**src/rtl/core/lmts_pkg.sv**
```systemverilog
// ----------------------------------------------------------------------------
// lmts_pkg
// Shared types, constants and the built-in font of the LED matrix scroller.
// ----------------------------------------------------------------------------
package lmts_pkg;

  localparam int MAX_TEXT      = 64;
  localparam int DEVICES       = 4;
  localparam int GLYPH_COLUMNS = 5;
  localparam int FONT_ENTRIES  = 95;
  localparam int ROWS          = 8;
  localparam int ROW_W         = 8 * DEVICES;
  localparam int FONT_DEPTH    = FONT_ENTRIES * ROWS;
  localparam int FONT_AW       = $clog2(FONT_DEPTH);
  localparam int TEXT_AW       = $clog2(MAX_TEXT);

  // Configuration register indexes.
  localparam logic [1:0] CFG_TEXT_LENGTH   = 2'd0;
  localparam logic [1:0] CFG_SCROLL_ENABLE = 2'd1;
  localparam logic [1:0] CFG_GAP_COLUMNS   = 2'd2;

  // Input operation codes.
  typedef enum logic [1:0] {
    OP_TEXT_WRITE = 2'd0,
    OP_RESTART    = 2'd1,
    OP_TICK       = 2'd2,
    OP_FONT_WRITE = 2'd3
  } op_e;

  // Commands passed from the front end to the back end.
  typedef enum logic [1:0] {
    CMD_TEXT_WR = 2'd0,
    CMD_FONT_WR = 2'd1,
    CMD_RESTART = 2'd2,
    CMD_TICK    = 2'd3
  } cmd_e;

  typedef struct packed {
    cmd_e                 kind;
    logic [TEXT_AW-1:0]   text_index;
    logic [7:0]           char_code;
    logic [FONT_AW-1:0]   font_addr;
    logic [4:0]           glyph_bits;
  } cmd_t;

  typedef struct packed {
    logic [6:0] text_length;
    logic       scroll_enable;
    logic [2:0] gap_columns;
  } cfg_t;

  typedef struct packed {
    logic init_done;
  } back_status_t;

  // Built-in font: one entry per printable code from space to tilde, eight rows.
  localparam logic [4:0] FONT_ROM [FONT_ENTRIES][ROWS] = '{
    '{5'h00, 5'h00, 5'h00, 5'h00, 5'h00, 5'h00, 5'h00, 5'h00},
    '{5'h04, 5'h00, 5'h00, 5'h04, 5'h04, 5'h04, 5'h04, 5'h00},
    '{5'h00, 5'h00, 5'h00, 5'h00, 5'h0A, 5'h0A, 5'h0A, 5'h00},
    '{5'h0A, 5'h0A, 5'h1F, 5'h0A, 5'h1F, 5'h0A, 5'h0A, 5'h00},
    '{5'h04, 5'h0F, 5'h14, 5'h0E, 5'h05, 5'h1E, 5'h04, 5'h00},
    '{5'h18, 5'h19, 5'h02, 5'h04, 5'h08, 5'h13, 5'h03, 5'h00},
    '{5'h16, 5'h09, 5'h15, 5'h02, 5'h05, 5'h09, 5'h06, 5'h00},
    '{5'h00, 5'h00, 5'h00, 5'h00, 5'h02, 5'h04, 5'h06, 5'h00},
    '{5'h08, 5'h04, 5'h02, 5'h02, 5'h02, 5'h04, 5'h08, 5'h00},
    '{5'h02, 5'h04, 5'h08, 5'h08, 5'h08, 5'h04, 5'h02, 5'h00},
    '{5'h00, 5'h04, 5'h15, 5'h0E, 5'h15, 5'h04, 5'h00, 5'h00},
    '{5'h00, 5'h04, 5'h04, 5'h1F, 5'h04, 5'h04, 5'h00, 5'h00},
    '{5'h02, 5'h04, 5'h06, 5'h00, 5'h00, 5'h00, 5'h00, 5'h00},
    '{5'h00, 5'h00, 5'h00, 5'h1F, 5'h00, 5'h00, 5'h00, 5'h00},
    '{5'h06, 5'h06, 5'h00, 5'h00, 5'h00, 5'h00, 5'h00, 5'h00},
    '{5'h00, 5'h01, 5'h02, 5'h04, 5'h08, 5'h10, 5'h00, 5'h00},
    '{5'h0E, 5'h11, 5'h13, 5'h15, 5'h19, 5'h11, 5'h0E, 5'h00},
    '{5'h0E, 5'h04, 5'h04, 5'h04, 5'h04, 5'h06, 5'h04, 5'h00},
    '{5'h1F, 5'h02, 5'h04, 5'h08, 5'h10, 5'h11, 5'h0E, 5'h00},
    '{5'h0E, 5'h11, 5'h10, 5'h08, 5'h04, 5'h08, 5'h1F, 5'h00},
    '{5'h08, 5'h08, 5'h1F, 5'h09, 5'h0A, 5'h0C, 5'h08, 5'h00},
    '{5'h0E, 5'h11, 5'h10, 5'h10, 5'h0F, 5'h01, 5'h1F, 5'h00},
    '{5'h0E, 5'h11, 5'h11, 5'h0F, 5'h01, 5'h02, 5'h0C, 5'h00},
    '{5'h02, 5'h02, 5'h02, 5'h04, 5'h08, 5'h11, 5'h1F, 5'h00},
    '{5'h0E, 5'h11, 5'h11, 5'h0E, 5'h11, 5'h11, 5'h0E, 5'h00},
    '{5'h06, 5'h08, 5'h10, 5'h1E, 5'h11, 5'h11, 5'h0E, 5'h00},
    '{5'h06, 5'h06, 5'h00, 5'h06, 5'h06, 5'h00, 5'h00, 5'h00},
    '{5'h02, 5'h04, 5'h06, 5'h00, 5'h06, 5'h06, 5'h00, 5'h00},
    '{5'h08, 5'h04, 5'h02, 5'h01, 5'h02, 5'h04, 5'h08, 5'h00},
    '{5'h00, 5'h00, 5'h1F, 5'h00, 5'h1F, 5'h00, 5'h00, 5'h00},
    '{5'h02, 5'h04, 5'h08, 5'h10, 5'h08, 5'h04, 5'h02, 5'h00},
    '{5'h04, 5'h00, 5'h04, 5'h08, 5'h10, 5'h11, 5'h0E, 5'h00},
    '{5'h0E, 5'h15, 5'h15, 5'h16, 5'h10, 5'h11, 5'h0E, 5'h00},
    '{5'h11, 5'h11, 5'h1F, 5'h11, 5'h11, 5'h11, 5'h0E, 5'h00},
    '{5'h0F, 5'h11, 5'h11, 5'h1F, 5'h11, 5'h11, 5'h0F, 5'h00},
    '{5'h0E, 5'h11, 5'h01, 5'h01, 5'h01, 5'h11, 5'h0E, 5'h00},
    '{5'h0F, 5'h11, 5'h11, 5'h11, 5'h11, 5'h11, 5'h0F, 5'h00},
    '{5'h1F, 5'h01, 5'h01, 5'h1F, 5'h01, 5'h01, 5'h1F, 5'h00},
    '{5'h01, 5'h01, 5'h01, 5'h0F, 5'h01, 5'h01, 5'h1F, 5'h00},
    '{5'h0E, 5'h11, 5'h11, 5'h1D, 5'h01, 5'h11, 5'h0E, 5'h00},
    '{5'h11, 5'h11, 5'h11, 5'h1F, 5'h11, 5'h11, 5'h11, 5'h00},
    '{5'h1F, 5'h04, 5'h04, 5'h04, 5'h04, 5'h04, 5'h1F, 5'h00},
    '{5'h06, 5'h09, 5'h09, 5'h08, 5'h08, 5'h08, 5'h1E, 5'h00},
    '{5'h11, 5'h09, 5'h05, 5'h03, 5'h05, 5'h09, 5'h11, 5'h00},
    '{5'h1F, 5'h01, 5'h01, 5'h01, 5'h01, 5'h01, 5'h01, 5'h00},
    '{5'h11, 5'h11, 5'h11, 5'h15, 5'h15, 5'h1B, 5'h11, 5'h00},
    '{5'h11, 5'h11, 5'h19, 5'h15, 5'h13, 5'h11, 5'h11, 5'h00},
    '{5'h0E, 5'h11, 5'h11, 5'h11, 5'h11, 5'h11, 5'h0E, 5'h00},
    '{5'h01, 5'h01, 5'h01, 5'h0F, 5'h11, 5'h11, 5'h0F, 5'h00},
    '{5'h16, 5'h09, 5'h15, 5'h11, 5'h11, 5'h11, 5'h0E, 5'h00},
    '{5'h11, 5'h11, 5'h09, 5'h0F, 5'h11, 5'h11, 5'h0F, 5'h00},
    '{5'h0F, 5'h10, 5'h10, 5'h0E, 5'h01, 5'h01, 5'h1E, 5'h00},
    '{5'h04, 5'h04, 5'h04, 5'h04, 5'h04, 5'h04, 5'h1F, 5'h00},
    '{5'h0E, 5'h11, 5'h11, 5'h11, 5'h11, 5'h11, 5'h11, 5'h00},
    '{5'h04, 5'h0A, 5'h0A, 5'h11, 5'h11, 5'h11, 5'h11, 5'h00},
    '{5'h0A, 5'h15, 5'h15, 5'h15, 5'h11, 5'h11, 5'h11, 5'h00},
    '{5'h11, 5'h11, 5'h0A, 5'h04, 5'h0A, 5'h11, 5'h11, 5'h00},
    '{5'h04, 5'h04, 5'h04, 5'h04, 5'h0A, 5'h11, 5'h11, 5'h00},
    '{5'h1F, 5'h01, 5'h02, 5'h04, 5'h08, 5'h10, 5'h1F, 5'h00},
    '{5'h07, 5'h01, 5'h01, 5'h01, 5'h01, 5'h01, 5'h07, 5'h00},
    '{5'h00, 5'h10, 5'h08, 5'h04, 5'h02, 5'h01, 5'h00, 5'h00},
    '{5'h1C, 5'h10, 5'h10, 5'h10, 5'h10, 5'h10, 5'h1C, 5'h00},
    '{5'h00, 5'h00, 5'h00, 5'h00, 5'h11, 5'h0A, 5'h04, 5'h00},
    '{5'h1F, 5'h00, 5'h00, 5'h00, 5'h00, 5'h00, 5'h00, 5'h00},
    '{5'h00, 5'h00, 5'h00, 5'h00, 5'h08, 5'h04, 5'h02, 5'h00},
    '{5'h1E, 5'h11, 5'h1E, 5'h10, 5'h0E, 5'h00, 5'h00, 5'h00},
    '{5'h0F, 5'h11, 5'h11, 5'h13, 5'h0D, 5'h01, 5'h01, 5'h00},
    '{5'h0E, 5'h11, 5'h01, 5'h01, 5'h0E, 5'h00, 5'h00, 5'h00},
    '{5'h1E, 5'h11, 5'h11, 5'h19, 5'h16, 5'h10, 5'h10, 5'h00},
    '{5'h0E, 5'h01, 5'h1F, 5'h11, 5'h0E, 5'h00, 5'h00, 5'h00},
    '{5'h02, 5'h02, 5'h02, 5'h07, 5'h02, 5'h12, 5'h0C, 5'h00},
    '{5'h0E, 5'h10, 5'h1E, 5'h11, 5'h11, 5'h1E, 5'h00, 5'h00},
    '{5'h11, 5'h11, 5'h11, 5'h13, 5'h0D, 5'h01, 5'h01, 5'h00},
    '{5'h0E, 5'h04, 5'h04, 5'h04, 5'h06, 5'h00, 5'h04, 5'h00},
    '{5'h06, 5'h09, 5'h08, 5'h08, 5'h0C, 5'h00, 5'h08, 5'h00},
    '{5'h09, 5'h05, 5'h03, 5'h05, 5'h09, 5'h01, 5'h01, 5'h00},
    '{5'h0E, 5'h04, 5'h04, 5'h04, 5'h04, 5'h04, 5'h06, 5'h00},
    '{5'h11, 5'h11, 5'h15, 5'h15, 5'h0A, 5'h00, 5'h00, 5'h00},
    '{5'h11, 5'h11, 5'h11, 5'h13, 5'h0D, 5'h00, 5'h00, 5'h00},
    '{5'h0E, 5'h11, 5'h11, 5'h11, 5'h0E, 5'h00, 5'h00, 5'h00},
    '{5'h01, 5'h01, 5'h0F, 5'h11, 5'h0F, 5'h00, 5'h00, 5'h00},
    '{5'h08, 5'h08, 5'h0E, 5'h09, 5'h0E, 5'h00, 5'h00, 5'h00},
    '{5'h01, 5'h01, 5'h01, 5'h13, 5'h0D, 5'h00, 5'h00, 5'h00},
    '{5'h0F, 5'h10, 5'h0E, 5'h01, 5'h0E, 5'h00, 5'h00, 5'h00},
    '{5'h0C, 5'h12, 5'h02, 5'h02, 5'h07, 5'h02, 5'h02, 5'h00},
    '{5'h16, 5'h19, 5'h11, 5'h11, 5'h11, 5'h00, 5'h00, 5'h00},
    '{5'h04, 5'h0A, 5'h11, 5'h11, 5'h11, 5'h00, 5'h00, 5'h00},
    '{5'h0A, 5'h15, 5'h15, 5'h11, 5'h11, 5'h00, 5'h00, 5'h00},
    '{5'h11, 5'h0A, 5'h04, 5'h0A, 5'h11, 5'h00, 5'h00, 5'h00},
    '{5'h0E, 5'h10, 5'h1E, 5'h11, 5'h11, 5'h00, 5'h00, 5'h00},
    '{5'h1F, 5'h02, 5'h04, 5'h08, 5'h1F, 5'h00, 5'h00, 5'h00},
    '{5'h08, 5'h04, 5'h04, 5'h02, 5'h04, 5'h04, 5'h08, 5'h00},
    '{5'h04, 5'h04, 5'h04, 5'h04, 5'h04, 5'h04, 5'h04, 5'h00},
    '{5'h02, 5'h04, 5'h04, 5'h08, 5'h04, 5'h04, 5'h02, 5'h00},
    '{5'h00, 5'h00, 5'h00, 5'h09, 5'h16, 5'h00, 5'h00, 5'h00}
  };

endpackage

```
**src/rtl/core/lmts_queue.sv**
```systemverilog
// ----------------------------------------------------------------------------
// lmts_queue
// Two-entry command queue between the front end and the back end.
// ----------------------------------------------------------------------------
module lmts_queue import lmts_pkg::*; (
  input  logic clk_i,
  input  logic rst_ni,
  input  logic push_i,
  input  cmd_t push_cmd_i,
  output logic full_o,
  input  logic pop_i,
  output logic valid_o,
  output cmd_t cmd_o
);

  cmd_t       entry_q [2];
  logic       wr_ptr_q, wr_ptr_d;
  logic       rd_ptr_q, rd_ptr_d;
  logic [1:0] count_q, count_d;

  assign full_o  = (count_q == 2'd2);
  assign valid_o = (count_q != 2'd0);
  assign cmd_o   = entry_q[rd_ptr_q];

  always_comb begin
    wr_ptr_d = wr_ptr_q;
    rd_ptr_d = rd_ptr_q;
    count_d  = count_q;
    if (push_i) begin
      wr_ptr_d = ~wr_ptr_q;
    end
    if (pop_i) begin
      rd_ptr_d = ~rd_ptr_q;
    end
    if (push_i && !pop_i) begin
      count_d = count_q + 2'd1;
    end else if (!push_i && pop_i) begin
      count_d = count_q - 2'd1;
    end
  end

  always_ff @(posedge clk_i or negedge rst_ni) begin
    if (!rst_ni) begin
      wr_ptr_q <= 1'b0;
      rd_ptr_q <= 1'b0;
      count_q  <= 2'd0;
    end else begin
      wr_ptr_q <= wr_ptr_d;
      rd_ptr_q <= rd_ptr_d;
      count_q  <= count_d;
    end
  end

  always_ff @(posedge clk_i) begin
    if (push_i) begin
      entry_q[wr_ptr_q] <= push_cmd_i;
    end
  end

endmodule

```
**config.mk**
```make
export PLATFORM = sky130hd
export DESIGN_NAME = lmts_queue
export DESIGN_NICKNAME = d
export VERILOG_FILES = /design/src/rtl/core/lmts_pkg.sv /design/src/rtl/core/lmts_queue.sv
export SDC_FILE = /design/constraint.sdc
export NUM_CORES = 1
export LEC_CHECK = 0
export ABC_AREA = 1
export BUFFER_PORTS_ARGS = -buffer_cell sky130_fd_sc_hd__buf_2
export CAP_MARGIN = 5
export CORE_UTILIZATION = 50
export DETAILED_ROUTE_END_ITERATION = 10
export MAX_ROUTING_LAYER = met4
export PLACE_DENSITY_LB_ADDON = 0.12
export SYNTH_ARGS = -nofsm -noshare
export SYNTH_HDL_FRONTEND = slang
export SYNTH_SLANG_ARGS = --single-unit
export TNS_END_PERCENT = 100
```
**constraint.sdc**
```tcl
create_clock -name clk_i -period 3.1 [get_ports clk_i]
set_clock_uncertainty 0.15 [all_clocks]
set_input_delay 0.155 -clock clk_i [delete_from_list [all_inputs] [get_ports clk_i]]
set_output_delay 0.155 -clock clk_i [all_outputs]
set_load 0.02 [all_outputs]
```
==> results.toml <==
[job]
max_cap_viol_count = 0

[synth]
synth_top_area_frac = 0.717
ys_seq_elements = 66
synthTopCellsByArea = "edfxtp_1 (72%), mux2_4 (17%), dfrtp_1 (3.9%)"
synthMuxAreaShare = 0.176
syn_nets = 158
synthCells = 122
synth_cell_types = 14
ys_warn_count = 0
synthXorXnorAreaFrac = 0.0101
synth-compound-area-share = 0
yosys.area.top_type = "edfxtp_1"
synth_area_um2 = 2600
synth_top_family_by_area = "multiplexers"
synth.avg_cell_area_um2 = 21.3
synth_fa_ha_area_frac = 0.00482
synthSimpleGateAreaFrac = 0.0159
yosysSeqAreaShare = 0.755

[clock_network]
clk_pin_slew_ns = 0.06
tritoncts = "done"
cts_sinks = 66
cts_buffer_depth = 2
post-cts-setup-buffers = 0
cts_resized = 0
worstSkewPairLatency_ns = 0.33
postCtsHoldBufs = 35
cts-root-buf = "clkbuf_8"
numCtsBuffers = 9
h-tree-depth = 3

[setup_path]
crit_family = "flip-flops"
slowest_stage = "dfrtp_2"
cp_max_fo = 32
cp.required_ns = 2.79
path_buf_inv = 1
worstPathArrival_ns = 1.92
crit_type = "reg -> out"
r2r_cells = 1
crit_chain = "mux2_2 > buf_2"
cpPeakStageDelay_ns = 1.00
path_depth = 2
start_kind = "flop"
setup.worst_path.end_class = "primary output"

[global_routing]
grt_max_degree = 33
grt_pass1_wl_um = 6770
grt_overflow_total = 0
grt_antenna_before_repair = 0
first_global_vias = 1549
grtUsageTotal = 0.183

[power]
p_leak_nw = 1.45
ir_drop_mv = 0.853
p_total_w = 0.00289
power_density_nw_per_um2 = 835

[place]
hpwl_um = 2600
gp_congestion = 0.756
post-place-ws_ns = 1.19
io_buffers = 67

[cells_and_area]
layout_common_cells = "buf_2 (67), edfxtp_1 (62), dlygate4sd3_1 (35)"
syn_to_final_growth_pct = 33.4
fin_nets = 268
fin_util = 0.715
diodes = 0
drive_above_1_share = 0.473
layout_commonest_cell = "buf_2"

[timing]
setup_viol = 0
finalSetupTns_ns = 0
setup_ws_ns = 0.877
hold_viol_final = 0
fmax_mhz = 450
drv_slew = 0
worst_slew_pin_slew_ns = 0.971
relSlewSlack = 0.352
rsz0062_at_grt = "false"
finalCriticalPeriod_ns = 2.22
fin_crit_sh = 0.717

[hold_path]
hp-class = "reg -> reg"
whs_path_depth = 2

[outcome]
outcome = "complete, no violations"

[detailed_routing]
drtIter0Drc = 63
postRouteAntennaNets = 0
routed_via_density = 4.71
vias = 1432
wire_per_inst_um = 14.5
drc_errors = 0
drt-total-wl_um = 4410
firstDrtPassIters = 4

[floorplan]
die_x_um = 74.1
num_rows = 25
core-area_um2 = 4850
start_util = 0.536
dieHeight_um = 74.1
io_pins = 68
dieArea_um2 = 5490
==> per-stage QoR <==
| stage | hold slack (ns) | cell area, um^2 | std cells |
|---|---|---|---|
| floorplan | -0.291 | 2600 | 122 |
| global placement | -0.190 | 2960 | 253 |
| detailed placement | -0.185 | 2960 | 253 |
| CTS | 0.348 | 3460 | 304 |
| global route | 0.363 | 3460 | 304 |
| finish | 0.352 | 3460 | 304 |
==> sequential cells by signal, summed over array words and instances (netlist names) <==
name,cells
entry_q,62
count_q,2
rd_ptr_q,1
wr_ptr_q,1
==> cells in the mapped netlist <==
library cell,instances
edfxtp_1,62
mux2_4,29
inv_1,7
nand2_1,6
dfrtp_1,4
buf_12,3
mux2_2,2
nor2_1,2
xor2_1,2
buf_6,1
ha_1,1
nand3_1,1
nand4_1,1
xnor2_1,1
==> where the power goes <==
part	internal (W)	switching, W	total [W]
Clock	0.000279	0.000289	0.000568
Combinational	0.000488	0.000481	0.000969
Sequential	0.00119	0.000167	0.00136
==> cells by family (layout without fill, tap and decap cells) <==
group	after synthesis	after routing
xor+xnor	3	3
fa+ha+maj	1	1
buf+inv	11	126
flops	66	66
mux	31	31
simple gates	10	10
==> area by class of cell <==
type                       count  area, um^2
clock buffer                  11         131
clock inverter                 5        21.3
fill                         332        1380
inverter                       7        26.3
multi-input combinational     45         546
sequential                    66        1960
tap                           67        83.8
timing repair buffer         103         693
==> layer usage <==
metal,track usage,up-vias,routed length [um]
met5,-,-,0
met1,0.193,692,1710
met2,0.311,49,2380
li1,-,683,-
met3,0.0447,8,228
met4,0.109,0,80
==> path summary, 6_finish.rpt <==
path | to | slack (ns) | from
max | cmd_o[23] | 0.88 | rd_ptr_q
min | count_q[1] | 0.35 | count_q[1]
max reg2reg | entry_q[0][7] | 1.41 | wr_ptr_q
min reg2reg | count_q[1] | 0.35 | count_q[1]
max in group asynchronous | rd_ptr_q | 1.96 | rst_ni
min in group asynchronous | wr_ptr_q | 0.64 | rst_ni
No activity file was read; power rests on OpenSTA's default activity.
