===== config.mk =====
export PLATFORM = sky130hd
export DESIGN_NAME = lmts_front_flat
export DESIGN_NICKNAME = d
export VERILOG_FILES = /design/src/rtl/core/lmts_pkg.sv /design/src/rtl/core/lmts_if.sv /design/src/rtl/core/lmts_front.sv /design/src/flat_wrapper.sv
export SDC_FILE = /design/constraint.sdc
export NUM_CORES = 1
export LEC_CHECK = 0
export BUFFER_PORTS_ARGS = -buffer_cell sky130_fd_sc_hd__buf_2
export CAP_MARGIN = 20
export CORE_MARGIN = 2
export CORE_UTILIZATION = 22
export DETAILED_ROUTE_END_ITERATION = 10
export PLACE_DENSITY = 0.8
export SYNTH_ARGS = -nofsm -noshare
export SYNTH_HDL_FRONTEND = slang
export SYNTH_SLANG_ARGS = --single-unit

===== constraint.sdc =====
create_clock -name vclk -period 0.8
set_clock_uncertainty 0.1 [all_clocks]
set_input_delay 0.04 -clock vclk [all_inputs]
set_output_delay 0.04 -clock vclk [all_outputs]
set_load 0.005 [all_outputs]

===== src/rtl/core/lmts_pkg.sv =====
// ----------------------------------------------------------------------------
// lmts_pkg
// Shared types, constants and the built-in font of the LED matrix scroller.
// ----------------------------------------------------------------------------
package lmts_pkg;

  localparam int MAX_TEXT      = 64;
  localparam int DEVICES       = 4;
  localparam int GLYPH_COLUMNS = 5;
  localparam int FONT_ENTRIES  = 95;
  localparam int ROWS          = 8;
  localparam int ROW_W         = 8 * DEVICES;
  localparam int FONT_DEPTH    = FONT_ENTRIES * ROWS;
  localparam int FONT_AW       = $clog2(FONT_DEPTH);
  localparam int TEXT_AW       = $clog2(MAX_TEXT);

  // Configuration register indexes.
  localparam logic [1:0] CFG_TEXT_LENGTH   = 2'd0;
  localparam logic [1:0] CFG_SCROLL_ENABLE = 2'd1;
  localparam logic [1:0] CFG_GAP_COLUMNS   = 2'd2;

  // Input operation codes.
  typedef enum logic [1:0] {
    OP_TEXT_WRITE = 2'd0,
    OP_RESTART    = 2'd1,
    OP_TICK       = 2'd2,
    OP_FONT_WRITE = 2'd3
  } op_e;

  // Commands passed from the front end to the back end.
  typedef enum logic [1:0] {
    CMD_TEXT_WR = 2'd0,
    CMD_FONT_WR = 2'd1,
    CMD_RESTART = 2'd2,
    CMD_TICK    = 2'd3
  } cmd_e;

  typedef struct packed {
    cmd_e                 kind;
    logic [TEXT_AW-1:0]   text_index;
    logic [7:0]           char_code;
    logic [FONT_AW-1:0]   font_addr;
    logic [4:0]           glyph_bits;
  } cmd_t;

  typedef struct packed {
    logic [6:0] text_length;
    logic       scroll_enable;
    logic [2:0] gap_columns;
  } cfg_t;

  typedef struct packed {
    logic init_done;
  } back_status_t;

  // Built-in font: one entry per printable code from space to tilde, eight rows.
  localparam logic [4:0] FONT_ROM [FONT_ENTRIES][ROWS] = '{
    '{5'h00, 5'h00, 5'h00, 5'h00, 5'h00, 5'h00, 5'h00, 5'h00},
    '{5'h04, 5'h00, 5'h00, 5'h04, 5'h04, 5'h04, 5'h04, 5'h00},
    '{5'h00, 5'h00, 5'h00, 5'h00, 5'h0A, 5'h0A, 5'h0A, 5'h00},
    '{5'h0A, 5'h0A, 5'h1F, 5'h0A, 5'h1F, 5'h0A, 5'h0A, 5'h00},
    '{5'h04, 5'h0F, 5'h14, 5'h0E, 5'h05, 5'h1E, 5'h04, 5'h00},
    '{5'h18, 5'h19, 5'h02, 5'h04, 5'h08, 5'h13, 5'h03, 5'h00},
    '{5'h16, 5'h09, 5'h15, 5'h02, 5'h05, 5'h09, 5'h06, 5'h00},
    '{5'h00, 5'h00, 5'h00, 5'h00, 5'h02, 5'h04, 5'h06, 5'h00},
    '{5'h08, 5'h04, 5'h02, 5'h02, 5'h02, 5'h04, 5'h08, 5'h00},
    '{5'h02, 5'h04, 5'h08, 5'h08, 5'h08, 5'h04, 5'h02, 5'h00},
    '{5'h00, 5'h04, 5'h15, 5'h0E, 5'h15, 5'h04, 5'h00, 5'h00},
    '{5'h00, 5'h04, 5'h04, 5'h1F, 5'h04, 5'h04, 5'h00, 5'h00},
    '{5'h02, 5'h04, 5'h06, 5'h00, 5'h00, 5'h00, 5'h00, 5'h00},
    '{5'h00, 5'h00, 5'h00, 5'h1F, 5'h00, 5'h00, 5'h00, 5'h00},
    '{5'h06, 5'h06, 5'h00, 5'h00, 5'h00, 5'h00, 5'h00, 5'h00},
    '{5'h00, 5'h01, 5'h02, 5'h04, 5'h08, 5'h10, 5'h00, 5'h00},
    '{5'h0E, 5'h11, 5'h13, 5'h15, 5'h19, 5'h11, 5'h0E, 5'h00},
    '{5'h0E, 5'h04, 5'h04, 5'h04, 5'h04, 5'h06, 5'h04, 5'h00},
    '{5'h1F, 5'h02, 5'h04, 5'h08, 5'h10, 5'h11, 5'h0E, 5'h00},
    '{5'h0E, 5'h11, 5'h10, 5'h08, 5'h04, 5'h08, 5'h1F, 5'h00},
    '{5'h08, 5'h08, 5'h1F, 5'h09, 5'h0A, 5'h0C, 5'h08, 5'h00},
    '{5'h0E, 5'h11, 5'h10, 5'h10, 5'h0F, 5'h01, 5'h1F, 5'h00},
    '{5'h0E, 5'h11, 5'h11, 5'h0F, 5'h01, 5'h02, 5'h0C, 5'h00},
    '{5'h02, 5'h02, 5'h02, 5'h04, 5'h08, 5'h11, 5'h1F, 5'h00},
    '{5'h0E, 5'h11, 5'h11, 5'h0E, 5'h11, 5'h11, 5'h0E, 5'h00},
    '{5'h06, 5'h08, 5'h10, 5'h1E, 5'h11, 5'h11, 5'h0E, 5'h00},
    '{5'h06, 5'h06, 5'h00, 5'h06, 5'h06, 5'h00, 5'h00, 5'h00},
    '{5'h02, 5'h04, 5'h06, 5'h00, 5'h06, 5'h06, 5'h00, 5'h00},
    '{5'h08, 5'h04, 5'h02, 5'h01, 5'h02, 5'h04, 5'h08, 5'h00},
    '{5'h00, 5'h00, 5'h1F, 5'h00, 5'h1F, 5'h00, 5'h00, 5'h00},
    '{5'h02, 5'h04, 5'h08, 5'h10, 5'h08, 5'h04, 5'h02, 5'h00},
    '{5'h04, 5'h00, 5'h04, 5'h08, 5'h10, 5'h11, 5'h0E, 5'h00},
    '{5'h0E, 5'h15, 5'h15, 5'h16, 5'h10, 5'h11, 5'h0E, 5'h00},
    '{5'h11, 5'h11, 5'h1F, 5'h11, 5'h11, 5'h11, 5'h0E, 5'h00},
    '{5'h0F, 5'h11, 5'h11, 5'h1F, 5'h11, 5'h11, 5'h0F, 5'h00},
    '{5'h0E, 5'h11, 5'h01, 5'h01, 5'h01, 5'h11, 5'h0E, 5'h00},
    '{5'h0F, 5'h11, 5'h11, 5'h11, 5'h11, 5'h11, 5'h0F, 5'h00},
    '{5'h1F, 5'h01, 5'h01, 5'h1F, 5'h01, 5'h01, 5'h1F, 5'h00},
    '{5'h01, 5'h01, 5'h01, 5'h0F, 5'h01, 5'h01, 5'h1F, 5'h00},
    '{5'h0E, 5'h11, 5'h11, 5'h1D, 5'h01, 5'h11, 5'h0E, 5'h00},
    '{5'h11, 5'h11, 5'h11, 5'h1F, 5'h11, 5'h11, 5'h11, 5'h00},
    '{5'h1F, 5'h04, 5'h04, 5'h04, 5'h04, 5'h04, 5'h1F, 5'h00},
    '{5'h06, 5'h09, 5'h09, 5'h08, 5'h08, 5'h08, 5'h1E, 5'h00},
    '{5'h11, 5'h09, 5'h05, 5'h03, 5'h05, 5'h09, 5'h11, 5'h00},
    '{5'h1F, 5'h01, 5'h01, 5'h01, 5'h01, 5'h01, 5'h01, 5'h00},
    '{5'h11, 5'h11, 5'h11, 5'h15, 5'h15, 5'h1B, 5'h11, 5'h00},
    '{5'h11, 5'h11, 5'h19, 5'h15, 5'h13, 5'h11, 5'h11, 5'h00},
    '{5'h0E, 5'h11, 5'h11, 5'h11, 5'h11, 5'h11, 5'h0E, 5'h00},
    '{5'h01, 5'h01, 5'h01, 5'h0F, 5'h11, 5'h11, 5'h0F, 5'h00},
    '{5'h16, 5'h09, 5'h15, 5'h11, 5'h11, 5'h11, 5'h0E, 5'h00},
    '{5'h11, 5'h11, 5'h09, 5'h0F, 5'h11, 5'h11, 5'h0F, 5'h00},
    '{5'h0F, 5'h10, 5'h10, 5'h0E, 5'h01, 5'h01, 5'h1E, 5'h00},
    '{5'h04, 5'h04, 5'h04, 5'h04, 5'h04, 5'h04, 5'h1F, 5'h00},
    '{5'h0E, 5'h11, 5'h11, 5'h11, 5'h11, 5'h11, 5'h11, 5'h00},
    '{5'h04, 5'h0A, 5'h0A, 5'h11, 5'h11, 5'h11, 5'h11, 5'h00},
    '{5'h0A, 5'h15, 5'h15, 5'h15, 5'h11, 5'h11, 5'h11, 5'h00},
    '{5'h11, 5'h11, 5'h0A, 5'h04, 5'h0A, 5'h11, 5'h11, 5'h00},
    '{5'h04, 5'h04, 5'h04, 5'h04, 5'h0A, 5'h11, 5'h11, 5'h00},
    '{5'h1F, 5'h01, 5'h02, 5'h04, 5'h08, 5'h10, 5'h1F, 5'h00},
    '{5'h07, 5'h01, 5'h01, 5'h01, 5'h01, 5'h01, 5'h07, 5'h00},
    '{5'h00, 5'h10, 5'h08, 5'h04, 5'h02, 5'h01, 5'h00, 5'h00},
    '{5'h1C, 5'h10, 5'h10, 5'h10, 5'h10, 5'h10, 5'h1C, 5'h00},
    '{5'h00, 5'h00, 5'h00, 5'h00, 5'h11, 5'h0A, 5'h04, 5'h00},
    '{5'h1F, 5'h00, 5'h00, 5'h00, 5'h00, 5'h00, 5'h00, 5'h00},
    '{5'h00, 5'h00, 5'h00, 5'h00, 5'h08, 5'h04, 5'h02, 5'h00},
    '{5'h1E, 5'h11, 5'h1E, 5'h10, 5'h0E, 5'h00, 5'h00, 5'h00},
    '{5'h0F, 5'h11, 5'h11, 5'h13, 5'h0D, 5'h01, 5'h01, 5'h00},
    '{5'h0E, 5'h11, 5'h01, 5'h01, 5'h0E, 5'h00, 5'h00, 5'h00},
    '{5'h1E, 5'h11, 5'h11, 5'h19, 5'h16, 5'h10, 5'h10, 5'h00},
    '{5'h0E, 5'h01, 5'h1F, 5'h11, 5'h0E, 5'h00, 5'h00, 5'h00},
    '{5'h02, 5'h02, 5'h02, 5'h07, 5'h02, 5'h12, 5'h0C, 5'h00},
    '{5'h0E, 5'h10, 5'h1E, 5'h11, 5'h11, 5'h1E, 5'h00, 5'h00},
    '{5'h11, 5'h11, 5'h11, 5'h13, 5'h0D, 5'h01, 5'h01, 5'h00},
    '{5'h0E, 5'h04, 5'h04, 5'h04, 5'h06, 5'h00, 5'h04, 5'h00},
    '{5'h06, 5'h09, 5'h08, 5'h08, 5'h0C, 5'h00, 5'h08, 5'h00},
    '{5'h09, 5'h05, 5'h03, 5'h05, 5'h09, 5'h01, 5'h01, 5'h00},
    '{5'h0E, 5'h04, 5'h04, 5'h04, 5'h04, 5'h04, 5'h06, 5'h00},
    '{5'h11, 5'h11, 5'h15, 5'h15, 5'h0A, 5'h00, 5'h00, 5'h00},
    '{5'h11, 5'h11, 5'h11, 5'h13, 5'h0D, 5'h00, 5'h00, 5'h00},
    '{5'h0E, 5'h11, 5'h11, 5'h11, 5'h0E, 5'h00, 5'h00, 5'h00},
    '{5'h01, 5'h01, 5'h0F, 5'h11, 5'h0F, 5'h00, 5'h00, 5'h00},
    '{5'h08, 5'h08, 5'h0E, 5'h09, 5'h0E, 5'h00, 5'h00, 5'h00},
    '{5'h01, 5'h01, 5'h01, 5'h13, 5'h0D, 5'h00, 5'h00, 5'h00},
    '{5'h0F, 5'h10, 5'h0E, 5'h01, 5'h0E, 5'h00, 5'h00, 5'h00},
    '{5'h0C, 5'h12, 5'h02, 5'h02, 5'h07, 5'h02, 5'h02, 5'h00},
    '{5'h16, 5'h19, 5'h11, 5'h11, 5'h11, 5'h00, 5'h00, 5'h00},
    '{5'h04, 5'h0A, 5'h11, 5'h11, 5'h11, 5'h00, 5'h00, 5'h00},
    '{5'h0A, 5'h15, 5'h15, 5'h11, 5'h11, 5'h00, 5'h00, 5'h00},
    '{5'h11, 5'h0A, 5'h04, 5'h0A, 5'h11, 5'h00, 5'h00, 5'h00},
    '{5'h0E, 5'h10, 5'h1E, 5'h11, 5'h11, 5'h00, 5'h00, 5'h00},
    '{5'h1F, 5'h02, 5'h04, 5'h08, 5'h1F, 5'h00, 5'h00, 5'h00},
    '{5'h08, 5'h04, 5'h04, 5'h02, 5'h04, 5'h04, 5'h08, 5'h00},
    '{5'h04, 5'h04, 5'h04, 5'h04, 5'h04, 5'h04, 5'h04, 5'h00},
    '{5'h02, 5'h04, 5'h04, 5'h08, 5'h04, 5'h04, 5'h02, 5'h00},
    '{5'h00, 5'h00, 5'h00, 5'h09, 5'h16, 5'h00, 5'h00, 5'h00}
  };

endpackage


===== src/rtl/core/lmts_if.sv =====
// ----------------------------------------------------------------------------
// lmts_if
// Valid/ready channels carrying scroller commands in and frame rows out.
// ----------------------------------------------------------------------------
interface lmts_in_if;
  logic       valid;
  logic       ready;
  logic [1:0] operation;
  logic [5:0] text_index;
  logic [7:0] char_code;
  logic [6:0] glyph_index;
  logic [2:0] glyph_row;
  logic [4:0] glyph_bits;

  modport source (
    output valid, operation, text_index, char_code, glyph_index, glyph_row, glyph_bits,
    input  ready
  );
  modport sink (
    input  valid, operation, text_index, char_code, glyph_index, glyph_row, glyph_bits,
    output ready
  );
endinterface



===== src/rtl/core/lmts_front.sv =====
// ----------------------------------------------------------------------------
// lmts_front
// Accepts input transactions, drops the ones with no effect and classifies
// the rest into commands for the queue.
// ----------------------------------------------------------------------------
module lmts_front import lmts_pkg::*; (
  lmts_in_if.sink     in_i,
  input  cfg_t         cfg_i,
  input  back_status_t status_i,
  input  logic         q_full_i,
  output logic         push_o,
  output cmd_t         push_cmd_o
);

  logic keep;
  logic len_zero;

  assign in_i.ready = status_i.init_done && !q_full_i;
  assign len_zero   = (cfg_i.text_length == 7'd0);

  always_comb begin
    keep                  = 1'b1;
    push_cmd_o.kind       = CMD_TEXT_WR;
    push_cmd_o.text_index = in_i.text_index;
    push_cmd_o.char_code  = in_i.char_code;
    push_cmd_o.font_addr  = {in_i.glyph_index, in_i.glyph_row};
    push_cmd_o.glyph_bits = in_i.glyph_bits;
    case (op_e'(in_i.operation))
      OP_TEXT_WRITE: begin
        push_cmd_o.kind = CMD_TEXT_WR;
      end
      OP_RESTART: begin
        push_cmd_o.kind = CMD_RESTART;
      end
      OP_TICK: begin
        // A paused tick or one with no text leaves everything untouched.
        push_cmd_o.kind = CMD_TICK;
        keep            = cfg_i.scroll_enable && !len_zero;
      end
      OP_FONT_WRITE: begin
        push_cmd_o.kind = CMD_FONT_WR;
        keep            = ({1'b0, in_i.glyph_index} < 8'(FONT_ENTRIES));
      end
      default: begin
        keep = 1'b0;
      end
    endcase
  end

  assign push_o = in_i.valid && in_i.ready && keep;

endmodule


===== src/flat_wrapper.sv =====
// flat-port wrapper written by rule: the top's interface ports become plain ports
module lmts_front_flat import lmts_pkg::*;
  (cfg_i, status_i, q_full_i, push_o, push_cmd_o, in_i_valid, in_i_operation, in_i_text_index, in_i_char_code, in_i_glyph_index, in_i_glyph_row, in_i_glyph_bits, in_i_ready);
  lmts_in_if in_i_i ();
  input  cfg_t cfg_i;
  input  back_status_t status_i;
  input  logic q_full_i;
  output logic push_o;
  output cmd_t push_cmd_o;
  input wire logic [$bits(in_i_i.valid)-1:0] in_i_valid;
  input wire logic [$bits(in_i_i.operation)-1:0] in_i_operation;
  input wire logic [$bits(in_i_i.text_index)-1:0] in_i_text_index;
  input wire logic [$bits(in_i_i.char_code)-1:0] in_i_char_code;
  input wire logic [$bits(in_i_i.glyph_index)-1:0] in_i_glyph_index;
  input wire logic [$bits(in_i_i.glyph_row)-1:0] in_i_glyph_row;
  input wire logic [$bits(in_i_i.glyph_bits)-1:0] in_i_glyph_bits;
  output wire logic [$bits(in_i_i.ready)-1:0] in_i_ready;
  assign in_i_i.valid = in_i_valid;
  assign in_i_i.operation = in_i_operation;
  assign in_i_i.text_index = in_i_text_index;
  assign in_i_i.char_code = in_i_char_code;
  assign in_i_i.glyph_index = in_i_glyph_index;
  assign in_i_i.glyph_row = in_i_glyph_row;
  assign in_i_i.glyph_bits = in_i_glyph_bits;
  assign in_i_ready = in_i_i.ready;
  lmts_front u_core (.in_i(in_i_i), .cfg_i(cfg_i), .status_i(status_i), .q_full_i(q_full_i), .push_o(push_o), .push_cmd_o(push_cmd_o));
endmodule

==> qor.csv, run 1 <==
metric;value;unit
fin_nets;125;
grt_pass1_vias;284;
failed_checks;setup timing;
final_hold_viol_count;0;
synth.area.top_cells;buf_4, ha_1, nor2_1, nor2b_4, nand4_1;
fin_ws;-199;ps
layout_commonest_cell;buf_2;
grt-ovfl-total;0;
fin_crit;999;ps
swShare;35.3;%
maxSlewHeadroom;86.8;%
worst_path_most_repeated_cell;buf_2;
cp-end-kind;primary output;
path_cells;buf_2, nor4_2, and4b_1, o32ai_2, buf_2;
grt_pass1_wl;1110;um
io_pins;78;
rsz0062_at_grt;yes;
drt-total-wl;950;um
postSynthAreaPerCell;7.19;um2
numPortBuffers;31;
tightest_slew;196;ps
fin_crit_sh;125;%
yosys.area.top_type_share;63.0;%
ys_types;11;
diodes;0;
post-route-drc-count;0;
hp-start;in_i_glyph_index[3];
p_per_area;440;nW/um2
dp_cells;69;
final_cell_mix;buf_2, dlygate4sd3_1, nor2_1, nand2_1, buf_4;
seqPwrFrac;0;%
stdcell_count;91;
synthCells;48;
pwr-share-comb;100.0;%
post-dp-hpwl;562;um
min_to;push_cmd_o[11];
track_usage;7.29;%
slew_viol_final;0;
syn_nets;96;
cap_violations;0;
syn_to_final_growth;75.4;%
gp_congestion;0.598;
coreArea;1490;um2
die-width;43.6;um
clkbuf_count;0;
cp_max_fo;1;
via_per_inst;4.20;
regArea;0;um2
final_area;606;um2
setup_viol;2;
postRouteAntennaNets;0;
drtPass1Iterations;2;
final_util;40.7;%
synth_area_leader_cell;buf_4;
dieArea;1900;um2
rows;14;
fmax;1.00;GHz
pwr-share-clk;0;%
ys_warn_count;0;
via_count;382;
placed_area;348;um2
cp_slowest_stage_delay;260;ps
whs;161;ps
critPathTopFamily;simple AND/OR/NAND/NOR gates;
irDropWorstVdd;0.143;mV
intPower;172;uW
seq_cell_count;0;
cellLeakagePower;0.305;nW
worstSetupStartpoint;cfg_i[6];
start_util;23.2;%
critPathBufInv;2;
holdPathStages;2;
crit_required;660;ps
drt-initial-drc-count;3;
arrival;860;ps
die_y;43.6;um
holdCritPathClass;in -> out;
antenna_found_initial;0;
critical_path.slowest_cell;nor4_2;
status;finished, violations left;
startpoint_type;input pin;
syn_area;345;um2
worst-setup-path-type;in -> out;
wl_per_cell;10.4;um
power_switching;94.0;uW
drive_gt1_share;54.7;%
grt_start_max_net_pins;4;
post_cts_buffers;0;
yosysSeqAreaShare;0;%
-- final cells by class --
cell class | count | area, um2
Tap cell | 16 | 20.0
Timing Repair Buffer | 56 | 414
Inverter | 2 | 10.0
Fill cell | 149 | 883
Multi-Input combinational cell | 17 | 161
-- power groups by stage --
| stage | sequential (mW) | combinational (mW) | clock (mW) |
|---|---|---|---|
| 2_1_floorplan | 0 | 0.157 | 0 |
| 3_3_place_gp | 0 | 0.144 | 0 |
| 3_5_place_dp | 0 | 0.147 | 0 |
| 4_1_cts | 0 | 0.260 | 0 |
| 5_1_grt | 0 | 0.287 | 0 |
| 6_report | 0 | 0.266 | 0 |
-- cells by family after synthesis --
group / Yosys count / share of synthesized area, %
compound gates: 2 / 3.98
fa+ha+maj: 3 / 10.9
buf+inv: 31 / 65.2
simple gates: 12 / 19.9
-- synthesized netlist by cell type --
cell     number
a21oi_1       1
and4b_1       1
buf_4        29
ha_1          3
inv_1         2
nand2_1       3
nand4_1       2
nor2_1        4
nor2b_4       1
nor4_1        1
o32ai_1       1
-- worst max path at each step --
stage	endpoint	slack [ps]	depth (start not counted)
2_1_floorplan	push_o	10	4
3_3_place_gp	push_o	-240	6
3_5_place_dp	push_o	-270	6
4_1_cts	push_o	-210	6
5_1_grt	push_o	-260	5
6_report	push_o	-200	5
-- layer usage --
| metal | global-route usage, % | vias to the layer above | part of all wire, % |
|---|---|---|---|
| met3 | 0 | 2 | 11 |
| met4 | 2.42 | 0 | 2.6 |
| met5 | 0 | - | 0 |
| li1 | - | 183 | - |
| met1 | 7.00 | 166 | 25 |
| met2 | 15.9 | 31 | 61 |
-- repair_timing --
action / 4_1_cts / 5_1_grt
pin swaps: 3 / 1
endpoints found under the setup margin: 3 / 2
hold buffers: 22 / 0
resized for setup: 6 / 2
hold endpoints to repair: 22 / 0
-- stage by stage --
step	power, mW	setup TNS (ps)	setup WS (ps)
final	0.266	-237	-199
after global routing	0.287	-345	-262
after CTS	0.260	-272	-205
after detailed placement	0.147	-443	-269
after global placement	0.144	-408	-242
after floorplan	0.157	0	9.54
(Power assumes the default switching activity.)
==> inputs of run 2 (changes only) <==
--- a/config.mk
+++ b/config.mk
@@ -5,12 +5,13 @@
 export SDC_FILE = /design/constraint.sdc
 export NUM_CORES = 1
 export LEC_CHECK = 0
+export ABC_AREA = 1
 export BUFFER_PORTS_ARGS = -buffer_cell sky130_fd_sc_hd__buf_2
 export CAP_MARGIN = 20
 export CORE_MARGIN = 2
-export CORE_UTILIZATION = 22
+export CORE_UTILIZATION = 23
 export DETAILED_ROUTE_END_ITERATION = 10
-export PLACE_DENSITY = 0.8
+export PLACE_DENSITY = 0.79
 export SYNTH_ARGS = -nofsm -noshare
 export SYNTH_HDL_FRONTEND = slang
 export SYNTH_SLANG_ARGS = --single-unit
==> qor.csv, run 2 <==
metric;value;unit
status;finished, violations left;
failed_checks;setup timing;
layout_commonest_cell;buf_2;
via_per_inst;4.05;
p_per_area;433;nW/um2
synth.area.top_cells;buf_4, ha_1, nand2_1, inv_1, nor2_1;
coreArea;1520;um2
numPortBuffers;31;
cap_violations;0;
cellLeakagePower;0.333;nW
grt_pass1_wl;1280;um
synthCells;61;
grt-ovfl-total;0;
seq_cell_count;0;
stdcell_count;103;
arrival;770;ps
startpoint_type;input pin;
postRouteAntennaNets;0;
busiest_layer;met2;
final_hold_viol_count;0;
yosys.area.top_type_share;58.2;%
worst-setup-path-type;in -> out;
gr-usage-met3;0.816;%
ys_top_cells_by_count;buf_4, nand2_1, inv_1, nor2_1, ha_1;
gp_congestion;0.579;
die-width;44.3;um
holdCritPathClass;in -> out;
drtPass1Iterations;1;
fin_crit;909;ps
slew_viol_final;0;
fin_crit_sh;114;%
drt-initial-drc-count;0;
cp-end-kind;primary output;
fin_ws;-109;ps
synth_most_common_cell;buf_4;
maxSlewHeadroom;87.6;%
crit_required;660;ps
drt-total-wl;923;um
grt_start_max_net_pins;4;
tightest_slew;186;ps
ys_warn_count;0;
dp_cells;81;
syn_area;374;um2
clkbuf_count;0;
dieArea;1970;um2
die_y;44.3;um
use_met2;20.0;%
syn_nets;109;
regArea;0;um2
synth_area_leader_cell;buf_4;
rsz0062_at_grt;yes;
drive_gt1_share;44.8;%
track_usage;8.12;%
setup_viol;2;
post-dp-hpwl;663;um
grt_pass1_vias;399;
irDropWorstVdd;0.151;mV
start_util;24.5;%
rows;14;
yosysSeqAreaShare;0;%
fin_nets;137;
syn_to_final_growth;64.9;%
fillers;175;
tns;-152;ps
final_cell_mix;buf_2, dlygate4sd3_1, nand2_1;
fmax;1.10;GHz
via_count;417;
ys_types;8;
wl_per_cell;8.96;um
diodes;0;
antenna_found_initial;0;
grtUsageMet1;6.10;%
io_pins;78;
postSynthAreaPerCell;6.13;um2
post-route-drc-count;0;
cp_max_fo;2;
## run 2: worst max-delay path, stage by stage
cell	delay, ps
buf_8	100
inv_6	50
ha_4	130
nand2_1	40
o21bai_1	140
nand3_1	70
nand2_1	50
inv_1	50
buf_2	100
## run 2: final timing paths
kind | from | to | slack, ps | depth (start not counted)
max | in_i_operation[0] | push_o | -110 | 9
min | in_i_glyph_index[2] | push_cmd_o[10] | 160 | 2
## run 2: repair_timing
action                     in CTS  in global routing
gates resized for setup        10                  2
pin swaps                       3                  3
setup endpoints to repair       3                  2
setup buffers                   0                  1
gates cloned                    0                  0
hold buffers                   22                  0
hold endpoints to repair       22                  0
## run 2: logic make-up (layout without fill, tap and decap cells)
group / after synthesis / count (layout) / share of synthesized area [%]
simple gates: 20 / 20 / 21.7
compound gates: 1 / 1 / 2.01
buf+inv: 37 / 63 / 66.2
fa+ha+maj: 3 / 3 / 10.0
## run 2: area by class of cell
type | count | area [um2] | share of cell area (%)
inverters | 8 | 35.0 | 5.68
well taps | 16 | 20.0 | 3.25
multi-input cells | 24 | 159 | 25.8
repair buffers | 55 | 403 | 65.3
## run 2: per-stage QoR
stage | power, mW | worst slack [ps] | hold WS (ps) | instance area (um2) | utilization (%)
after global routing | 0.297 | -173 | 174 | 617 | 40.5
final | 0.267 | -109 | 164 | 617 | 40.5
after global placement | 0.138 | -189 | -20.0 | 347 | 22.7
after detailed placement | 0.146 | -210 | -20.0 | 347 | 22.7
after floorplan | 0.160 | 60.6 | 11.1 | 374 | -
after CTS | 0.267 | -131 | 164 | 612 | 40.1
## run 2: metal layers
metal | up-vias | part of all wire [%]
li1 | 203 | -
met1 | 176 | 27
met2 | 38 | 59
met3 | 0 | 14
met4 | 0 | 0
met5 | - | 0
## run 2: power by group
part           internal (mW)  switching [mW]
combinational          0.169          0.0979
sequential                 0               0
clock                      0               0
total                  0.169          0.0979
